**src/design/esd_pkg.sv**
```systemverilog
// package for the escaped delta sample decoder: types, codes and constants
package esd_pkg;

    // default width of the frame sample counter
    localparam int FRAME_COUNT_BITS_DEF = 16;
    // default depth of the queue between front and back
    localparam int QUEUE_DEPTH_DEF = 4;

    // configuration register indexes
    localparam logic [1:0] CFG_FRAME_SAMPLES   = 2'd0;
    localparam logic [1:0] CFG_MAX_DELTA_BYTES = 2'd1;
    localparam logic [1:0] CFG_GAIN            = 2'd2;

    // configuration reset values
    localparam logic [15:0] FRAME_SAMPLES_RST   = 16'd1;
    localparam logic [2:0]  MAX_DELTA_BYTES_RST = 3'd4;
    localparam logic [31:0] GAIN_RST            = 32'h0100_0000;

    // escape codes and width settings
    localparam logic [7:0]  ESC_BYTE  = 8'h7F;
    localparam logic [15:0] ESC_WORD  = 16'h7FFF;
    localparam logic [2:0]  MDB_TWO   = 3'd2;
    localparam logic [2:0]  MDB_THREE = 3'd3;

    // fixed-point position of the gain
    localparam int GAIN_FRAC_BITS = 24;

    typedef enum logic [1:0] {
        PH_IDLE,
        PH_ESC16,
        PH_WIDE
    } t_phase;

    typedef enum logic [1:0] {
        ST_OK      = 2'd0,
        ST_SHORT   = 2'd1,
        ST_SURPLUS = 2'd2
    } t_status;

    typedef struct packed {
        logic [7:0] data_byte;
        logic       end_of_data;
    } t_in_beat;

    typedef struct packed {
        logic signed [31:0] raw_value;
        logic signed [39:0] scaled_value;
        logic               sample_valid;
        logic               frame_end;
        t_status            status;
    } t_out_beat;

    // decoded record handed from front to back
    typedef struct packed {
        logic signed [31:0] raw_value;
        logic               sample_valid;
        logic               frame_end;
        t_status            status;
    } t_rec;

endpackage

```
**src/design/esd_front.sv**
```systemverilog
// front end: byte parser, delta accumulator and frame bookkeeping
module esd_front #(
    parameter int FRAME_COUNT_BITS = esd_pkg::FRAME_COUNT_BITS_DEF
) (
    input  logic             i_clk,
    input  logic             i_rst_n,
    input  logic             i_valid,
    output logic             o_ready,
    input  esd_pkg::t_in_beat i_data,
    input  logic [15:0]      i_frame_samples,
    input  logic [2:0]       i_max_delta_bytes,
    output logic             o_rec_valid,
    input  logic             i_rec_ready,
    output esd_pkg::t_rec    o_rec
);

    localparam int CMP_W = (FRAME_COUNT_BITS > 16) ? FRAME_COUNT_BITS : 16;

    esd_pkg::t_phase             r_phase, n_phase;
    logic [31:0]                 r_gath, n_gath;
    logic [1:0]                  r_gcnt, n_gcnt;
    logic [31:0]                 r_acc, n_acc;
    logic [FRAME_COUNT_BITS-1:0] r_done, n_done;
    logic                        r_surplus, n_surplus;

    logic        fire;
    logic        have;
    logic [31:0] delta;
    logic [31:0] gath_or;
    logic [15:0] word;
    logic        frame_full;

    // one byte taken whenever the queue has room
    assign o_ready = i_rec_ready;
    assign fire    = i_valid && i_rec_ready;

    assign frame_full = CMP_W'(r_done) >= CMP_W'(i_frame_samples);

    // state registers
    always_ff @(posedge i_clk) begin
        if (!i_rst_n) begin
            r_phase   <= esd_pkg::PH_IDLE;
            r_gath    <= '0;
            r_gcnt    <= '0;
            r_acc     <= '0;
            r_done    <= '0;
            r_surplus <= 1'b0;
        end else begin
            r_phase   <= n_phase;
            r_gath    <= n_gath;
            r_gcnt    <= n_gcnt;
            r_acc     <= n_acc;
            r_done    <= n_done;
            r_surplus <= n_surplus;
        end
    end

    // parser next state and record
    always_comb begin
        n_phase   = r_phase;
        n_gath    = r_gath;
        n_gcnt    = r_gcnt;
        n_acc     = r_acc;
        n_done    = r_done;
        n_surplus = r_surplus;
        have      = 1'b0;
        delta     = '0;
        gath_or   = '0;
        word      = '0;
        o_rec_valid       = 1'b0;
        o_rec.raw_value   = '0;
        o_rec.sample_valid = 1'b0;
        o_rec.frame_end   = 1'b0;
        o_rec.status      = esd_pkg::ST_OK;

        if (fire) begin
            if (frame_full) begin
                // frame already complete: drop the byte
                n_surplus = 1'b1;
            end else begin
                unique case (r_phase)
                    esd_pkg::PH_IDLE: begin
                        if (i_data.data_byte == esd_pkg::ESC_BYTE) begin
                            n_phase = esd_pkg::PH_ESC16;
                            n_gath  = '0;
                            n_gcnt  = '0;
                        end else begin
                            delta = {{24{i_data.data_byte[7]}}, i_data.data_byte};
                            have  = 1'b1;
                        end
                    end
                    esd_pkg::PH_ESC16: begin
                        gath_or = r_gath | ({24'b0, i_data.data_byte} << {r_gcnt[0], 3'b000});
                        if (r_gcnt == 2'd0) begin
                            n_gath = gath_or;
                            n_gcnt = 2'd1;
                        end else begin
                            word = gath_or[15:0];
                            if (word != esd_pkg::ESC_WORD ||
                                i_max_delta_bytes == esd_pkg::MDB_TWO) begin
                                delta   = {{16{word[15]}}, word};
                                have    = 1'b1;
                                n_phase = esd_pkg::PH_IDLE;
                            end else begin
                                n_phase = esd_pkg::PH_WIDE;
                            end
                            n_gath = '0;
                            n_gcnt = '0;
                        end
                    end
                    esd_pkg::PH_WIDE: begin
                        gath_or = r_gath | ({24'b0, i_data.data_byte} << {r_gcnt, 3'b000});
                        if (i_max_delta_bytes == esd_pkg::MDB_THREE && r_gcnt >= 2'd2) begin
                            // sign-extended 24-bit delta
                            delta   = {{8{gath_or[23]}}, gath_or[23:0]};
                            have    = 1'b1;
                            n_phase = esd_pkg::PH_IDLE;
                            n_gath  = '0;
                            n_gcnt  = '0;
                        end else if (i_max_delta_bytes != esd_pkg::MDB_THREE &&
                                     r_gcnt == 2'd3) begin
                            delta   = gath_or;
                            have    = 1'b1;
                            n_phase = esd_pkg::PH_IDLE;
                            n_gath  = '0;
                            n_gcnt  = '0;
                        end else begin
                            n_gath = gath_or;
                            n_gcnt = r_gcnt + 2'd1;
                        end
                    end
                    default: begin
                        n_phase = esd_pkg::PH_IDLE;
                    end
                endcase
            end

            // accumulate, and count with saturation
            if (have) begin
                n_acc = r_acc + delta;
                if (r_done != '1) begin
                    n_done = r_done + 1'b1;
                end
            end

            o_rec_valid        = have || i_data.end_of_data;
            o_rec.raw_value    = have ? n_acc : '0;
            o_rec.sample_valid = have;
            o_rec.frame_end    = i_data.end_of_data;

            // frame end: status and clear
            if (i_data.end_of_data) begin
                if (CMP_W'(n_done) < CMP_W'(i_frame_samples)) begin
                    o_rec.status = esd_pkg::ST_SHORT;
                end else if (n_surplus) begin
                    o_rec.status = esd_pkg::ST_SURPLUS;
                end
                n_phase   = esd_pkg::PH_IDLE;
                n_gath    = '0;
                n_gcnt    = '0;
                n_acc     = '0;
                n_done    = '0;
                n_surplus = 1'b0;
            end
        end
    end

endmodule

```
**src/design/esd_queue.sv**
```systemverilog
// short record queue between front and back
module esd_queue #(
    parameter int WIDTH = 8,
    parameter int DEPTH = esd_pkg::QUEUE_DEPTH_DEF
) (
    input  logic             i_clk,
    input  logic             i_rst_n,
    input  logic             i_push,
    input  logic [WIDTH-1:0] i_wdata,
    output logic             o_ready,
    output logic             o_valid,
    input  logic             i_pop,
    output logic [WIDTH-1:0] o_rdata
);

    localparam int PTR_W = (DEPTH > 1) ? $clog2(DEPTH) : 1;
    localparam int CNT_W = $clog2(DEPTH + 1);

    logic [WIDTH-1:0] r_mem [DEPTH];
    logic [PTR_W-1:0] r_wr_ptr, r_rd_ptr;
    logic [CNT_W-1:0] r_count;
    logic             do_push, do_pop;

    assign o_ready = r_count != CNT_W'(DEPTH);
    assign o_valid = r_count != '0;
    assign o_rdata = r_mem[r_rd_ptr];
    assign do_push = i_push && o_ready;
    assign do_pop  = i_pop && o_valid;

    // storage
    always_ff @(posedge i_clk) begin
        if (do_push) begin
            r_mem[r_wr_ptr] <= i_wdata;
        end
    end

    // pointers and fill count
    always_ff @(posedge i_clk) begin
        if (!i_rst_n) begin
            r_wr_ptr <= '0;
            r_rd_ptr <= '0;
            r_count  <= '0;
        end else begin
            if (do_push) begin
                r_wr_ptr <= (r_wr_ptr == PTR_W'(DEPTH - 1)) ? '0 : r_wr_ptr + 1'b1;
            end
            if (do_pop) begin
                r_rd_ptr <= (r_rd_ptr == PTR_W'(DEPTH - 1)) ? '0 : r_rd_ptr + 1'b1;
            end
            if (do_push && !do_pop) begin
                r_count <= r_count + 1'b1;
            end else if (do_pop && !do_push) begin
                r_count <= r_count - 1'b1;
            end
        end
    end

endmodule

```
**src/design/esd_back.sv**
```systemverilog
// back end: gain multiply stage and output register
module esd_back (
    input  logic              i_clk,
    input  logic              i_rst_n,
    input  logic [31:0]       i_gain,
    input  logic              i_rec_valid,
    output logic              o_rec_pop,
    input  esd_pkg::t_rec     i_rec,
    output logic              o_valid,
    input  logic              i_ready,
    output esd_pkg::t_out_beat o_data
);

    logic               r_a_valid;
    logic signed [63:0] r_a_prod;
    logic signed [31:0] r_a_raw;
    logic               r_a_sv;
    logic               r_a_fe;
    esd_pkg::t_status   r_a_st;

    logic               r_o_valid;
    esd_pkg::t_out_beat r_o_data;

    logic               out_take;
    logic               a_take;
    logic signed [65:0] prod;

    assign out_take  = !r_o_valid || i_ready;
    assign a_take    = !r_a_valid || out_take;
    assign o_rec_pop = i_rec_valid && a_take;

    // signed sample times unsigned gain
    assign prod = $signed(i_rec.raw_value) * $signed({1'b0, i_gain});

    // stage valid flags
    always_ff @(posedge i_clk) begin
        if (!i_rst_n) begin
            r_a_valid <= 1'b0;
            r_o_valid <= 1'b0;
        end else begin
            if (a_take) begin
                r_a_valid <= i_rec_valid;
            end
            if (out_take) begin
                r_o_valid <= r_a_valid;
            end
        end
    end

    // multiply stage payload
    always_ff @(posedge i_clk) begin
        if (o_rec_pop) begin
            r_a_prod <= prod[63:0];
            r_a_raw  <= i_rec.raw_value;
            r_a_sv   <= i_rec.sample_valid;
            r_a_fe   <= i_rec.frame_end;
            r_a_st   <= i_rec.status;
        end
    end

    // output register, scaled value drops the gain fraction
    always_ff @(posedge i_clk) begin
        if (out_take && r_a_valid) begin
            r_o_data.raw_value    <= r_a_raw;
            r_o_data.scaled_value <= r_a_prod[63:esd_pkg::GAIN_FRAC_BITS];
            r_o_data.sample_valid <= r_a_sv;
            r_o_data.frame_end    <= r_a_fe;
            r_o_data.status       <= r_a_st;
        end
    end

    assign o_valid = r_o_valid;
    assign o_data  = r_o_data;

endmodule

```
**src/design/escaped_delta_sample_decoder.sv**
```systemverilog
// top level of the escaped delta sample decoder
//
// Input channel (i_valid/o_ready/i_data) takes one coded byte per beat with an
// end-of-data flag on the last byte of a frame. Output channel
// (o_valid/i_ready/o_data) gives one result beat for each byte that completes a
// sample or ends a frame, carrying raw and gain-scaled values, the
// sample flag, the frame end flag and the frame status.
// Throughput is one byte per cycle while the record queue has room. A byte that
// completes a sample or ends a frame is decoded by the parser in the accepting
// cycle and its record enters the queue at that edge; from there it passes the
// gain multiply register (a 32 x 33 signed product) and the output register,
// where a stall can hold it. The parser and the multiplier are
// parted by a record queue, so a stalled receiver first fills the output
// register, the multiply stage and the queue; o_ready falls only when the
// queue is full, and the flow picks up again at full rate once i_ready returns.
// Configuration (i_cfg_we/i_cfg_addr/i_cfg_wdata) writes frame_samples,
// max_delta_bytes or gain; the user writes only while the block is idle, which
// the block does not enforce. Synchronous reset clears the parser, the frame
// state, the queue and the output valid, and returns registers to reset values.
module escaped_delta_sample_decoder #(
    parameter int FRAME_COUNT_BITS = esd_pkg::FRAME_COUNT_BITS_DEF,
    parameter int QUEUE_DEPTH      = esd_pkg::QUEUE_DEPTH_DEF
) (
    input  logic               i_clk,
    input  logic               i_rst_n,
    input  logic               i_valid,
    output logic               o_ready,
    input  esd_pkg::t_in_beat  i_data,
    output logic               o_valid,
    input  logic               i_ready,
    output esd_pkg::t_out_beat o_data,
    input  logic               i_cfg_we,
    input  logic [1:0]         i_cfg_addr,
    input  logic [31:0]        i_cfg_wdata
);

    logic [15:0] r_frame_samples;
    logic [2:0]  r_max_delta_bytes;
    logic [31:0] r_gain;

    logic          front_rec_valid;
    logic          q_ready;
    logic          q_valid;
    logic          q_pop;
    esd_pkg::t_rec front_rec;
    esd_pkg::t_rec q_rec;

    // configuration registers
    always_ff @(posedge i_clk) begin
        if (!i_rst_n) begin
            r_frame_samples   <= esd_pkg::FRAME_SAMPLES_RST;
            r_max_delta_bytes <= esd_pkg::MAX_DELTA_BYTES_RST;
            r_gain            <= esd_pkg::GAIN_RST;
        end else if (i_cfg_we) begin
            if (i_cfg_addr == esd_pkg::CFG_FRAME_SAMPLES) begin
                r_frame_samples <= i_cfg_wdata[15:0];
            end
            if (i_cfg_addr == esd_pkg::CFG_MAX_DELTA_BYTES) begin
                r_max_delta_bytes <= i_cfg_wdata[2:0];
            end
            if (i_cfg_addr == esd_pkg::CFG_GAIN) begin
                r_gain <= i_cfg_wdata;
            end
        end
    end

    // parser and accumulator
    esd_front #(
        .FRAME_COUNT_BITS(FRAME_COUNT_BITS)
    ) u_front (
        .i_clk            (i_clk),
        .i_rst_n          (i_rst_n),
        .i_valid          (i_valid),
        .o_ready          (o_ready),
        .i_data           (i_data),
        .i_frame_samples  (r_frame_samples),
        .i_max_delta_bytes(r_max_delta_bytes),
        .o_rec_valid      (front_rec_valid),
        .i_rec_ready      (q_ready),
        .o_rec            (front_rec)
    );

    // record queue
    esd_queue #(
        .WIDTH($bits(esd_pkg::t_rec)),
        .DEPTH(QUEUE_DEPTH)
    ) u_queue (
        .i_clk  (i_clk),
        .i_rst_n(i_rst_n),
        .i_push (front_rec_valid),
        .i_wdata(front_rec),
        .o_ready(q_ready),
        .o_valid(q_valid),
        .i_pop  (q_pop),
        .o_rdata(q_rec)
    );

    // scaling and output
    esd_back u_back (
        .i_clk      (i_clk),
        .i_rst_n    (i_rst_n),
        .i_gain     (r_gain),
        .i_rec_valid(q_valid),
        .o_rec_pop  (q_pop),
        .i_rec      (q_rec),
        .o_valid    (o_valid),
        .i_ready    (i_ready),
        .o_data     (o_data)
    );

endmodule

```
**config.mk**
```make
export PLATFORM = sky130hd
export DESIGN_NAME = escaped_delta_sample_decoder
export DESIGN_NICKNAME = d
export VERILOG_FILES = /design/src/design/esd_pkg.sv /design/src/design/esd_front.sv /design/src/design/esd_queue.sv /design/src/design/esd_back.sv /design/src/design/escaped_delta_sample_decoder.sv
export SDC_FILE = /design/constraint.sdc
export NUM_CORES = 2
export LEC_CHECK = 0
export BUFFER_PORTS_ARGS = -buffer_cell sky130_fd_sc_hd__buf_2
export CAP_MARGIN = 5
export CORE_MARGIN = 2
export CORE_UTILIZATION = 60
export CTS_CLUSTER_DIAMETER = 80
export DETAILED_ROUTE_END_ITERATION = 8
export PLACE_DENSITY = 0.77
export SLEW_MARGIN = 30
export SYNTH_ARGS = -nofsm -noshare
export SYNTH_HDL_FRONTEND = slang
export SYNTH_SLANG_ARGS = --single-unit
export TNS_END_PERCENT = 20
```
**constraint.sdc**
```tcl
create_clock -name i_clk -period 11.65 [get_ports i_clk]
set_input_delay 2.9125 -clock i_clk [delete_from_list [all_inputs] [get_ports i_clk]]
set_output_delay 2.9125 -clock i_clk [all_outputs]
set_load 0.005 [all_outputs]
```
==> impl_metrics.yaml <==
detailed_routing:
  drc: 0
  vias_per_cell: 5.792
  wire_per_inst_um: 21.09
  vias: 36630
  drt_first_iter_violations: 3255
  antenna_left: 0
  drt-total-wl_um: 133400
  dr.pass1.iters: 6
logic_synthesis:
  netlist_area_um2: 52040
  async_reset_ff_share_pct: 0
  yosysWarnings: 0
  syn_inst: 5162
  synth_fp_nets: 6472
  yosysUniqueCellTypes: 75
  seq_area_frac_synth_pct: 22.74
  ys_ff_latch: 443
  syn_avg_cell_area_um2: 10.08
  synth_edf_count: 296
  synth_flop_cell: "edfxtp_1"
sta:
  rsz0062_at_grt: "no"
  slew_headroom_pct: 28.47
  finalClockSkew_ns: 0.04175
  finalSetupTns_ns: 0
  setup_viol: 0
  fmax_mhz: 102.1
  tightest_slew_ns: 1.071
  hold_viol: 0
  finalMaxSlewViolations: 0
  min_period_over_period_pct: 84.09
  fin_crit_ns: 9.796
  setup_ws_ns: 1.854
floorplanning:
  dieWidth_um: 298.5
  ios: 126
  core_area_um2: 86350
  chipHeight_um: 298.5
  fp.dieArea_um2: 89100
  start_util_pct: 60.27
  row_count: 108
worst_setup_path:
  critPathMostFrequentCell: "fa_1"
  crit_fanout: 33
  regToRegSetupSlack_ns: 1.85
  startpoint_type: "flip-flop"
  crit_type: "reg -> reg"
  crit_path_cell_trace: "buf_4 -> mux4_2 -> and2_1 -> fa_1 -> inv_1 -> fa_1 -> fa_1 -> fa_1 -> inv_1 -> fa_1 -> fa_1 -> fa_1 -> fa_1 -> ha_1 -> and3_1 -> nand2_1 -> nor3_1 -> o21ai_0 -> a31oi_2 -> o21ai_1 -> a31oi_1 -> a21oi_1 -> xnor2_1"
  slowest_delay_ns: 1.03
  endpoint_kind: "flip-flop"
  worstPathRequired_ns: 12.02
  arrival_ns: 10.17
  critPathSlowestCell: "mux4_2"
final_layout:
  drive_above_1_share_pct: 6.740
  layout.nets: 6431
  area_growth_pct: 6.427
  n_fill_cell: 6764
  mostFrequentLayoutCell: "inv_1"
  seq_area_um2: 11840
  multi_input_area_um2: 35730
  final_cell_mix: "inv_1 (922), fa_1 (898), and2_1 (650)"
  fin_area_um2: 55380
grt:
  track_usage_pct: 30.92
  grt_pass1_wl_um: 214000
  grt_max_degree: 72
  grt_overflow: 0
  grt_pass1_vias: 38710
  grt_antenna_before_repair: 6
clock_tree:
  clockRootBuffer: "clkbuf_16"
  cts.sinks: 443
  clock_path_buffers: 3
  cts_tree: "yes"
  ctsResizeCount: 0
  h-tree-depth: 2
  hold_buffers: 0
  clk_pin_slew_ns: 0.06
  cts_buffers: 52
  clock_latency_ns: 0.66
  post_cts_buffers: 0
placed_design:
  dp_slack_ns: 2.021
  dpl-instance-area_um2: 53550
  dp_hpwl_um: 97670
  io_buffers: 125
  gp_congestion: 0.9925
outcome:
  status: "complete, no violations"
run:
  max_cap_violations: 0
hold_path:
  hp-class: "reg -> reg"
-- stage by stage --
step	hold WS [ns]	std cells	util [%]
after floorplan	0.4003	5162	-
after global placement	0.4006	6220	61.95
after detailed placement	0.4045	6222	62.02
after CTS	0.4156	6318	64.11
after global routing	0.4163	6318	64.12
final	0.4114	6324	64.14
-- kinds of logic (layout without fill, tap and decap cells) --
logic type               Yosys count  after routing  synth area share [%]
AND/OR/NAND/NOR                 1582           1582                 15.67
adder cells (fa/ha/maj)         1262           1262                 43.30
buffers and inverters           1200           1201                 8.713
AO/OA/AOI/OAI                    545            545                 6.432
flip-flops                       443            443                 22.74
XOR/XNOR                          85             85                 1.431
multiplexers                      45             45                 1.717
other                              0              6                     0
-- Yosys cell counts, types with 14 or more instances --
master	number	area share [%]
dfxtp_1	147	5.7
a211oi_1	14	0.20
nand3_1	37	0.36
o21bai_1	19	0.27
a21oi_1	211	2.0
a22oi_1	53	0.76
inv_1	922	6.7
and2_1	650	7.8
ha_1	364	8.8
nand2b_1	15	0.18
mux4_2	35	1.5
xnor2_1	55	0.93
nand4_1	28	0.34
nand2_1	540	3.9
and3_1	30	0.36
nor3_1	27	0.26
edfxtp_1	296	17
o21ai_0	95	0.91
clkbuf_1	261	1.9
fa_1	898	35
a21o_1	60	0.87
o211ai_1	14	0.20
nor2b_1	20	0.24
xor2_1	30	0.50
nor2_1	171	1.2
-- critical path: cells and delay by family (launching register included) --
family / cells / cell delay (ns)
AOI/OAI and AO/OA: 5 / 1.66
xor gates and xnor gates: 1 / 0.16
adders and majority gates: 9 / 4.46
buffers and inverters: 3 / 0.66
DFF: 1 / 0.54
muxes: 1 / 1.03
and+or+nand+nor: 4 / 0.95
-- routing by layer --
metal | wire [um] | global-route usage, %
met1 | 53630 | 42.34
met2 | 62440 | 48.84
met3 | 12400 | 6.718
met4 | 4828 | 11.43
met5 | 85 | 0.6878
-- state kept, by name, indices dropped and copies added, names as in the netlist, 2 cells and up, named ones only --
name and count:
u_front.r_acc 32, u_queue.r_wr_ptr 2, u_back.o_data 76, u_queue.r_mem 144, u_back.r_a_st 2, u_back.r_a_prod 40, u_front.r_done 16, u_front.r_gath 32
u_queue.r_rd_ptr 2, u_front.r_gcnt 2, r_gain 32, u_queue.r_count 3, r_max_delta_bytes 3, u_front.r_phase 2, u_back.r_a_raw 32, r_frame_samples 16
-- area by class of cell --
cell class | instances | share of cell area [%]
clock inverter | 23 | 0.5535
timing repair buffer | 182 | 1.952
clock buffer | 73 | 2.709
multi-input combinational | 3519 | 64.51
antenna | 6 | 0.02711
inverter | 923 | 6.258
tap | 1155 | 2.609
sequential | 443 | 21.39
-- final timing paths --
kind | depth (start not counted) | end | from
setup / recovery | 23 | u_back.r_a_prod[61] | flip-flop
hold / removal | 0 | u_back.o_data[43] | u_back.r_a_prod[63]
setup reg to reg | 23 | u_back.r_a_prod[61] | flip-flop
hold reg to reg | 0 | u_back.o_data[43] | u_back.r_a_prod[63]
Power is left out: the tool's default activity adds up to more than one toggle a clock period on the data nets, which glitch-free logic cannot reach.
